===== config.mk =====
export PLATFORM = sky130hd
export DESIGN_NAME = blzd_ctrl
export DESIGN_NICKNAME = d
export VERILOG_FILES = /design/src/blzd_pkg.sv /design/src/blzd_ctrl.sv
export SDC_FILE = /design/constraint.sdc
export NUM_CORES = 1
export LEC_CHECK = 0
export BUFFER_PORTS_ARGS = -buffer_cell sky130_fd_sc_hd__buf_2
export CAP_MARGIN = 20
export CORE_UTILIZATION = 47
export DETAILED_ROUTE_END_ITERATION = 7
export PLACE_DENSITY = 0.82
export SLEW_MARGIN = 0
export SYNTH_ARGS = -nofsm -noshare
export SYNTH_HDL_FRONTEND = slang
export SYNTH_SLANG_ARGS = --single-unit

===== constraint.sdc =====
create_clock -name clock -period 3.7 [get_ports clock]
set_input_delay 0.555 -clock clock [delete_from_list [all_inputs] [get_ports clock]]
set_output_delay 0.555 -clock clock [all_outputs]
set_load 0.02 [all_outputs]

===== src/blzd_pkg.sv =====
// shared types and constants for the backward lz bitstream decruncher
// no dependencies; imported by the controller, datapath and top level
package blzd_pkg;

   localparam int HISTORY_DEPTH = 32768;
   localparam int HIST_AW       = $clog2(HISTORY_DEPTH);

   // request function codes
   localparam logic [1:0] FN_START = 2'd0;
   localparam logic [1:0] FN_PUSH  = 2'd1;
   localparam logic [1:0] FN_PULL  = 2'd2;

   // csr register indexes
   localparam logic [2:0] CSR_EFF0   = 3'd0;
   localparam logic [2:0] CSR_EFF1   = 3'd1;
   localparam logic [2:0] CSR_EFF2   = 3'd2;
   localparam logic [2:0] CSR_EFF3   = 3'd3;
   localparam logic [2:0] CSR_SKIP   = 3'd4;
   localparam logic [2:0] CSR_MASTER = 3'd5;
   localparam logic [2:0] CSR_OUTLEN = 3'd6;

   // error codes
   localparam logic [2:0] ERR_NONE     = 3'd0;
   localparam logic [2:0] ERR_SRC_END  = 3'd1;
   localparam logic [2:0] ERR_OUT_OVF  = 3'd2;
   localparam logic [2:0] ERR_MATCH    = 3'd3;
   localparam logic [2:0] ERR_BUF_FULL = 3'd4;

   // field widths of the stream
   localparam logic [4:0] FLAG_BITS    = 5'd1;
   localparam logic [4:0] LIT_EXT_BITS = 5'd2;
   localparam logic [4:0] LIT_BITS     = 5'd8;
   localparam logic [4:0] SEL_BITS     = 5'd2;
   localparam logic [4:0] MEXT_BITS    = 5'd1;
   localparam logic [4:0] MLEN_BITS    = 5'd3;
   localparam logic [3:0] SHORT_OFF_W  = 4'd7;
   localparam logic [5:0] PUSH_LIMIT   = 6'd24;
   localparam logic [23:0] RUN_MAX     = 24'hFFFFFF;

   typedef enum logic [3:0] {
      PH_SKIP, PH_FLAG, PH_LITEXT, PH_LITBYTE, PH_MSEL, PH_MEXT,
      PH_MOFFS, PH_MOFFL, PH_MLEN, PH_MCOPY, PH_DONE
   } phase_type;

   typedef enum logic [1:0] {
      ST_IDLE, ST_EXEC, ST_COPYRD, ST_RESP
   } ctl_state_type;

   typedef enum logic [2:0] {
      RUN_HOLD, RUN_ONE, RUN_ADD, RUN_SEL, RUN_DEC
   } run_op_type;

   typedef enum logic [1:0] {
      OW_HOLD, OW_SEL, OW_SEVEN
   } ow_op_type;

   typedef struct packed {
      logic       clear_job;
      logic       push;
      logic       take;
      logic [4:0] take_n;
      logic       set_err;
      logic [2:0] err_code;
      logic       set_need;
      logic       rsp_clr;
      run_op_type run_op;
      ow_op_type  ow_op;
      logic       off_load;
      logic       emit_lit;
      logic       emit_copy;
      logic       hist_rd;
   } cmd_type;

   typedef struct packed {
      logic [5:0]  bits_held;
      logic [4:0]  skip_bits;
      logic [3:0]  offset_width;
      logic [14:0] field;
      logic        lit_flag;
      logic        bw_ge_len;
      logic        bw1_ge_len;
      logic        off_ge_bw;
      logic        field_ge_bw;
      logic        run_le1;
      logic        source_ended;
      logic        err_set;
   } status_type;

endpackage


===== src/blzd_ctrl.sv =====
// controller: request sequencing and stream parse phase
// depends on blzd_pkg
module blzd_ctrl (
   input  logic                clock,
   input  logic                reset,
   input  logic                req_valid,
   output logic                req_ready,
   input  logic [1:0]          req_func,
   output logic                rsp_valid,
   input  logic                rsp_ready,
   input  blzd_pkg::status_type stat,
   output blzd_pkg::cmd_type    cmd
);
   import blzd_pkg::*;

   ctl_state_type state_ff, state_in;
   phase_type     phase_ff, phase_in;

   always_ff @(posedge clock) begin
      if (reset) begin
         state_ff <= ST_IDLE;
         phase_ff <= PH_SKIP;
      end else begin
         state_ff <= state_in;
         phase_ff <= phase_in;
      end
   end

   always_comb begin
      logic [4:0] n;
      logic       avail;
      state_in = state_ff;
      phase_in = phase_ff;
      cmd = '0;
      cmd.run_op = RUN_HOLD;
      cmd.ow_op  = OW_HOLD;
      case (phase_ff)
         PH_SKIP:              n = stat.skip_bits;
         PH_FLAG:              n = FLAG_BITS;
         PH_LITEXT:            n = LIT_EXT_BITS;
         PH_LITBYTE:           n = LIT_BITS;
         PH_MSEL:              n = SEL_BITS;
         PH_MEXT:              n = MEXT_BITS;
         PH_MOFFS, PH_MOFFL:   n = {1'b0, stat.offset_width};
         PH_MLEN:              n = MLEN_BITS;
         default:              n = 5'd0;
      endcase
      avail = ({1'b0, n} <= stat.bits_held);
      cmd.take_n = n;

      case (state_ff)
         ST_IDLE: begin
            if (req_valid) begin
               cmd.rsp_clr = 1'b1;
               state_in = ST_RESP;
               case (req_func)
                  FN_START: begin
                     cmd.clear_job = 1'b1;
                     phase_in = PH_SKIP;
                  end
                  FN_PUSH: begin
                     if (!stat.err_set && !stat.source_ended) begin
                        if (stat.bits_held > PUSH_LIMIT) begin
                           cmd.set_err  = 1'b1;
                           cmd.err_code = ERR_BUF_FULL;
                        end else begin
                           cmd.push = 1'b1;
                        end
                     end
                  end
                  FN_PULL: begin
                     if (!stat.err_set) state_in = ST_EXEC;
                  end
                  default: ;
               endcase
            end
         end
         ST_EXEC: begin
            if (phase_ff == PH_FLAG && stat.bw_ge_len) begin
               phase_in = PH_DONE;
            end else if (phase_ff == PH_MCOPY) begin
               cmd.hist_rd = 1'b1;
               state_in = ST_COPYRD;
            end else if (phase_ff == PH_DONE || phase_ff > PH_DONE) begin
               phase_in = PH_DONE;
               state_in = ST_RESP;
            end else if (!avail) begin
               // stall: out of bits
               if (stat.source_ended) begin
                  cmd.set_err  = 1'b1;
                  cmd.err_code = ERR_SRC_END;
               end else begin
                  cmd.set_need = 1'b1;
               end
               state_in = ST_RESP;
            end else begin
               cmd.take = 1'b1;
               case (phase_ff)
                  PH_SKIP: phase_in = PH_FLAG;
                  PH_FLAG: begin
                     if (stat.lit_flag) begin
                        cmd.run_op = RUN_ONE;
                        phase_in = PH_LITEXT;
                     end else begin
                        phase_in = PH_MSEL;
                     end
                  end
                  PH_LITEXT: begin
                     cmd.run_op = RUN_ADD;
                     if (stat.field[1:0] != 2'd3) phase_in = PH_LITBYTE;
                  end
                  PH_LITBYTE: begin
                     state_in = ST_RESP;
                     if (stat.bw_ge_len) begin
                        cmd.set_err  = 1'b1;
                        cmd.err_code = ERR_OUT_OVF;
                     end else begin
                        cmd.emit_lit = 1'b1;
                        cmd.run_op = RUN_DEC;
                        if (stat.run_le1) phase_in = stat.bw1_ge_len ? PH_DONE : PH_MSEL;
                     end
                  end
                  PH_MSEL: begin
                     cmd.ow_op  = OW_SEL;
                     cmd.run_op = RUN_SEL;
                     phase_in = (stat.field[1:0] == 2'd3) ? PH_MEXT : PH_MOFFS;
                  end
                  PH_MEXT: begin
                     if (!stat.field[0]) cmd.ow_op = OW_SEVEN;
                     phase_in = PH_MOFFL;
                  end
                  PH_MOFFS: begin
                     cmd.off_load = 1'b1;
                     if (stat.field_ge_bw) begin
                        cmd.set_err  = 1'b1;
                        cmd.err_code = ERR_MATCH;
                        state_in = ST_RESP;
                     end else begin
                        phase_in = PH_MCOPY;
                     end
                  end
                  PH_MOFFL: begin
                     cmd.off_load = 1'b1;
                     phase_in = PH_MLEN;
                  end
                  PH_MLEN: begin
                     cmd.run_op = RUN_ADD;
                     if (stat.field[2:0] != 3'd7) begin
                        if (stat.off_ge_bw) begin
                           cmd.set_err  = 1'b1;
                           cmd.err_code = ERR_MATCH;
                           state_in = ST_RESP;
                        end else begin
                           phase_in = PH_MCOPY;
                        end
                     end
                  end
                  default: ;
               endcase
            end
         end
         ST_COPYRD: begin
            state_in = ST_RESP;
            if (stat.bw_ge_len) begin
               cmd.set_err  = 1'b1;
               cmd.err_code = ERR_OUT_OVF;
            end else begin
               cmd.emit_copy = 1'b1;
               cmd.run_op = RUN_DEC;
               if (stat.run_le1) phase_in = PH_FLAG;
            end
         end
         ST_RESP: begin
            if (rsp_ready) state_in = ST_IDLE;
         end
         default: state_in = ST_IDLE;
      endcase
   end

   assign req_ready = (state_ff == ST_IDLE);
   assign rsp_valid = (state_ff == ST_RESP);

endmodule


### Yosys cells after proc, flatten, opt, wreduce, memory -nomap -nowiden

Cells that the tools add are included.

* flip-flop bits (word level): 6
* word-level logic and storage cells: 139

* $lt $le $gt $ge: 3
* multiplexer cells: 82
* reduce and logical (&&, ||, !) cells: 15
* equal/unequal tests: 37

Operators with widths (number)
* $mux 4: 26
* $pmux 4 s3: 3
* $pmux 4 s9: 1
* $mux 2: 15
* $ne 5x5->1 const B: 6
* $pmux 5 s6: 1
* $mux 7: 4
* $mux 1: 22
* $ne 6x6->1 const B: 3
* $eq 4x3->1 const B: 4
* $mux 5: 3
* $reduce_and 14->1: 1
* $eq 4x4->1 const B: 3
* $ne 12x4->1 const B: 1
* $pmux 3 s4: 1
* $ne 2x2->1 const B: 5
* $eq 2x2->1 const B: 4
* $eq 4x2->1 const B: 2
* $pmux 2 s4: 1
* $reduce_or 2->1: 4
* $ne 7x4->1 const B: 1
* $reduce_and 7->1: 1
* $gt 6x5->1 const B: 1
* $le 5x6->1: 1
* 16 further kinds: 23

### Logic depth before layout (Yosys ltp)

Gate-level depths: netlist (run 1).

* depth after elaboration: 9
* gate-level depth with buffers: 12

### Worst setup path before layout (run 1)

No wires, ideal clock.

* kind: flip-flop to output port
* start point: register phase_ff[1]
* end point: output cmd[6] (netlist name)
* cell stages (with the launch flop): 12
* slack: -0.479 ns
* data arrival time: 3.624 ns
* path buffers: 3
* cell sequence: dfxtp_1 -> buf_2 -> clkbuf_1 -> clkbuf_1 -> a21oi_1 -> o21ai_0 -> ha_1 -> nor2b_1 -> o21a_1 -> o21ai_1 -> nand2_1 -> nor4_1

RTL lines
* start, declared: RTL line blzd_ctrl.sv:17 `phase_type phase_ff, phase_in;`
* start signal, assigned: RTL line blzd_ctrl.sv:25 `phase_ff <= phase_in;`
* end, declared: RTL line blzd_ctrl.sv:12 `output blzd_pkg::cmd_type cmd`

==> results.json, run 1 <==
{
  "max_cap_violations": 0,
  "die-area_mm2": 0.00317,
  "synthArstFlopShare_pct": 0,
  "final-seq-area_um2": 120,
  "switching_power_uw": 336,
  "track_usage_pct": 25.5,
  "max_freq_ghz": 0.286,
  "p_int_uw": 303,
  "drive_above_1_share_pct": 33.3,
  "hold_class": "register to register",
  "yosys_warnings": 0,
  "startpoint_type": "register",
  "multi_input_area_mm2": 0.00116,
  "hold_ws_ps": 538,
  "outcome": "complete, no violations",
  "syn_area_per_cell_um2": 7.02,
  "antenna_found_initial": 0,
  "cts_buffers": 3,
  "final_hold_viol_count": 0,
  "initial_core_util_pct": 49.8,
  "cts_tree": "built",
  "rsz0062_at_grt": "false",
  "tightestPinTransition_ps": 451,
  "fill_cells": 263,
  "clockRootBuffer": "clkbuf_4",
  "final_antenna_net_count": 0,
  "slew_headroom_pct": 69.8,
  "switching_share_pct": 52.5,
  "path_max_fanout": 19,
  "clk_path_buf_depth": 2,
  "timing.final.max_slew_violations": 0,
  "antennaDiodeCount": 0,
  "yosysUniqueCellTypes": 60,
  "layout_common_cells": "buf_2, inv_1, nand2_1",
  "globalRouteOverflowTotal": 0,
  "vdd_ir_drop_max_mv": 0.487,
  "place_congestion": 0.917,
  "dp_hpwl_um": 3100,
  "clock_skew_ps": 5.01,
  "finalNetCount": 304,
  "leakage_uw": 0.000820,
  "grt_start_max_net_pins": 33,
  "synth-seq-cells": 6,
  "grt_pass1_wl_um": 6540,
  "fin_crit_sh_pct": 94.4,
  "yosysSeqAreaShare_pct": 8.68,
  "synth_nets": 250,
  "port_buffers": 56,
  "cp.required_ps": 3140,
  "postCtsSetupBuffers": 0,
  "clkSlewWorstSetupHoldPaths_ps": 50,
  "io_pins": 69,
  "clkLatencyLatePin_ps": 240,
  "avgRoutedWirePerCell_um": 13.8,
  "wl_um": 3880,
  "seqPwrFrac_pct": 14.0,
  "syn_inst": 197,
  "clkPwrFrac_pct": 9.4,
  "syn_area_mm2": 0.00138,
  "setup_viol": 0,
  "final_common_cell": "buf_2",
  "slowest_stage": "dfxtp_1",
  "setup_tns_ps": 0,
  "area_growth_pct": 25.4,
  "endpoint_kind": "output pin",
  "cp.arrival_ps": 2940,
  "fp-row-count": 19,
  "coreArea_mm2": 0.00278,
  "drt_first_pass_iters": 4,
  "period_minus_slack_ps": 3490,
  "vias": 1653,
  "crit_chain": "buf_4, and2b_1, a21o_1, a22oi_1, nor2_1, ha_1, and3_1, o21a_1, o21ai_1, nand2_1, nor4_4, buf_2",
  "viasPerCell": 5.90,
  "die_w_um": 56.3,
  "clock_sinks": 6,
  "slowest_delay_ps": 310,
  "grt_pass1_vias": 1453,
  "drt_iter0_markers": 61,
  "htreeDepth": 1,
  "die_y_um": 56.3,
  "ys.flop_type": "dfxtp_1",
  "drc": 0,
  "powerDensity_mw_per_mm2": 368,
  "comb_power_share_pct": 76.7,
  "crit_type": "register to output pin",
  "synth_edf_count": 0
}
## cell families after synthesis
group / after synthesis / synth area share, %
AND/OR/NAND/NOR: 82 / 33.2
AO/OA/AOI/OAI: 61 / 33.5
buffers and inverters: 30 / 9.58
adder cells (fa/ha/maj): 9 / 8.14
multiplexers: 8 / 6.33
flip-flops: 6 / 8.68
XOR/XNOR: 1 / 0.633
## synthesized netlist by cell type, types with 2 or more instances
library cell   n  area (µm²)
inv_1         16        60.1
nand2_1       15        56.3
a21oi_1       14        70.1
nor2_1        14        52.6
nand2b_1      10        62.6
o21ai_0       10        50.1
ha_1           9         113
nand3_1        8        40.0
a31oi_1        7        43.8
clkbuf_1       6        22.5
dfxtp_1        6         120
mux2i_1        5        50.1
nor3_1         5        25.0
a21o_1         4        30.0
buf_2          4        20.0
nor2b_1        4        25.0
nor4_1         4        25.0
o21a_1         4        30.0
and3_1         3        18.8
nand3b_1       3        22.5
nand4_1        3        18.8
o211ai_1       3        22.5
buf_6          2        22.5
nor3b_1        2        15.0
## layer usage
metal  up-vias  routed length (µm)  share of wire [%]  global-route usage [%]
li1        828                   -                  -                       -
met1       768                1820                 47                    34.9
met2        57                1850                 48                    43.0
met3         0                 209                5.4                    4.61
met4         0                   0                  0                    2.79
met5         -                   0                  0                       0
## stage by stage
step	cell area (µm²)	std cells	util (%)	setup slack (ps)	total power [µW]
detailed placement	1710	277	61.5	470	577
CTS	1730	280	62.3	198	642
global placement	1710	277	61.5	495	567
finish	1740	280	62.4	207	639
global route	1740	280	62.4	19.9	691
floorplan	1420	197	-	-35.6	454
## area by class of cell
type                       count  area share [%]
multi-input combinational    161            67.1
inverter                      17            3.68
timing repair buffer          62            18.7
clock buffer                   3            1.30
tap                           31            2.24
sequential                     6            6.92
## power by group through the flow
stage	registers (µW)	clock network [µW]	logic (µW)
CTS	88.8	63.7	489
detailed placement	90.0	0	487
global route	90.8	67.8	533
global placement	89.0	0	478
floorplan	86.3	0	368
finish	89.4	59.8	490
## critical path, delay by kind of cell (launching register included)
| kind | cells | cell delay [ps] |
|---|---|---|
| flip-flops | 1 | 310 |
| AND/OR/NAND/NOR | 5 | 1050 |
| adder cells (fa/ha/maj) | 1 | 300 |
| AO/OA/AOI/OAI | 4 | 590 |
| buffers and inverters | 2 | 440 |
## final timing paths
kind	slack, ps	to	from	cells past startpoint
hold reg to reg	540	state_ff[1]	state_ff[1]	2
hold / removal	540	state_ff[1]	state_ff[1]	2
setup reg to reg	830	state_ff[0]	phase_ff[2]	11
setup / recovery	210	cmd[6]	phase_ff[2]	12
## registers in the layout (all words and copies together) (netlist names)
name,flops
state_ff,2
phase_ff,4
## repair_timing
action / 4_1_cts / 5_1_grt
hold buffers: 0 / 0
endpoints found under the setup margin: 0 / 1
endpoints found under the hold margin: 0 / 0
gates resized for setup: 0 / 1
(Power assumes the default switching activity.)
==> inputs of run 2 (changes only) <==
--- a/config.mk
+++ b/config.mk
@@ -7,6 +7,7 @@
 export LEC_CHECK = 0
 export BUFFER_PORTS_ARGS = -buffer_cell sky130_fd_sc_hd__buf_2
 export CAP_MARGIN = 20
+export CORE_MARGIN = 1.5
 export CORE_UTILIZATION = 47
 export DETAILED_ROUTE_END_ITERATION = 7
 export PLACE_DENSITY = 0.82
==> run 2 against run 1 <==
Net effect: wire length shrank 1.8%; via count rose by 2.1%; sequential power fell by 1%; worst setup slack got worse by 16 ps; register-to-register slack worse by 50 ps; sequential cell count stayed put; critical path type unchanged; fmax fell by 0.46%; combinational power about the same; global-route usage is 2.1 points lower; total power shrank 0.63%; largest cell class unchanged; largest power group unchanged; clock-buffer cell count did not move; clock power is 3.7% lower.
==> results.json, run 2 (synthesis gave the netlist of run 1 again) <==
{
  "drc": 0,
  "leakage_uw": 0.000830,
  "stdcell_count": 282,
  "port_buffers": 56,
  "slew_headroom_pct": 70.5,
  "rsz0062_at_grt": "false",
  "globalRouteOverflowTotal": 0,
  "fp-row-count": 19,
  "grt_pass1_vias": 1399,
  "clockRootBuffer": "clkbuf_4",
  "final_hold_viol_count": 0,
  "drt_first_pass_iters": 4,
  "clock_skew_ps": 3.88,
  "dp_worst_setup_slack_ps": 478,
  "dp.cells": 279,
  "area_growth_pct": 26.4,
  "hold_class": "register to register",
  "largest_reg_flops": 4,
  "cts_tree": "built",
  "cp.arrival_ps": 2950,
  "max_freq_ghz": 0.285,
  "path_max_fanout": 12,
  "top_regs": "phase_ff (4), state_ff (2)",
  "finalNetCount": 306,
  "avgRoutedWirePerCell_um": 13.5,
  "p_total_uw": 635,
  "cp.required_ps": 3140,
  "viasPerCell": 5.98,
  "postCtsSetupBuffers": 0,
  "initial_core_util_pct": 49.8,
  "startpoint_type": "register",
  "period_minus_slack_ps": 3510,
  "grt_start_max_net_pins": 21,
  "final_common_cell": "buf_2",
  "antennaDiodeCount": 0,
  "regMostFlops": "phase_ff",
  "die-area_mm2": 0.00328,
  "ctsResizeCount": 0,
  "coreArea_mm2": 0.00278,
  "outcome": "complete, no violations",
  "crit_type": "register to output pin",
  "setup_viol": 0,
  "vias": 1687,
  "place_congestion": 0.847,
  "dp_hpwl_um": 3090,
  "io_pins": 69,
  "cts_buffers": 3,
  "htreeDepth": 1,
  "die_y_um": 57.3,
  "track_usage_pct": 23.4,
  "max_cap_violations": 0,
  "fin_crit_sh_pct": 94.8,
  "tightestPinTransition_ps": 440,
  "clock_sinks": 6,
  "clk_path_buf_depth": 2,
  "die_w_um": 57.3,
  "clkLatencyLatePin_ps": 240,
  "layout_common_cells": "buf_2, inv_1, nand2_1",
  "grt_pass1_wl_um": 6220,
  "hold_ws_ps": 522,
  "wl_um": 3810,
  "final_antenna_net_count": 0,
  "vdd_ir_drop_max_mv": 0.400,
  "clkSlewWorstSetupHoldPaths_ps": 40,
  "antenna_found_initial": 0,
  "endpoint_kind": "output pin",
  "postCtsHoldBufs": 0,
  "powerDensity_mw_per_mm2": 363,
  "timing.final.max_slew_violations": 0,
  "finalWorstSetupSlack_ps": 191,
  "drive_above_1_share_pct": 33.5,
  "drt_iter0_markers": 95
}
==> run 2: cell count changes in the layout (fill, tap and decap cells not counted) <==
cell	delta
buf_4	+2
o21a_1	+1
o21a_2	-1
==> run 2: metal layers <==
metal | track usage, % | part of all wire (%)
met5 | 0 | 0
met4 | 2.66 | 0
met3 | 4.31 | 11
met2 | 39.2 | 46
met1 | 32.4 | 43
==> run 2: worst max-delay path: stages, from the launching register on <==
cell and delay (ps):
dfxtp_1 580, buf_4 240, nor2_2 80, a22oi_1 190, nor2_1 80, ha_1 300
and3_1 180, a31oi_1 260, o21a_1 310, o211ai_1 140, a31oi_1 170, buf_2 180
==> run 2: path summary, 6_finish.rpt <==
kind,startpoint,end,slack [ps],depth (start not counted)
worst max register to register,phase_ff[1],state_ff[0],780,10
worst min-delay path,state_ff[1],state_ff[1],520,2
worst max-delay path,phase_ff[1],cmd[14],190,11
worst min register to register,state_ff[1],state_ff[1],520,2
==> run 2: metrics by stage <==
stage,util (%),TNS [ps],area [µm²]
2_1_floorplan,-,-97.2,1420
3_5_place_dp,62.1,0,1730
4_1_cts,62.9,0,1750
6_report,62.9,0,1750
3_3_place_gp,62.1,0,1730
5_1_grt,62.9,0,1750
==> run 2: cell type report <==
cell class,count,area (µm²)
clock buffers,3,22.5
repair buffers,64,340
flip-flops and latches,6,120
inverters,17,63.8
multi-input cells,161,1160
fillers,271,1030
well taps,31,38.8
==> run 2: power breakdown <==
part | switching (µW) | internal, µW
Sequential | 11.2 | 76.9
Clock | 21.1 | 36.5
Combinational | 300 | 189
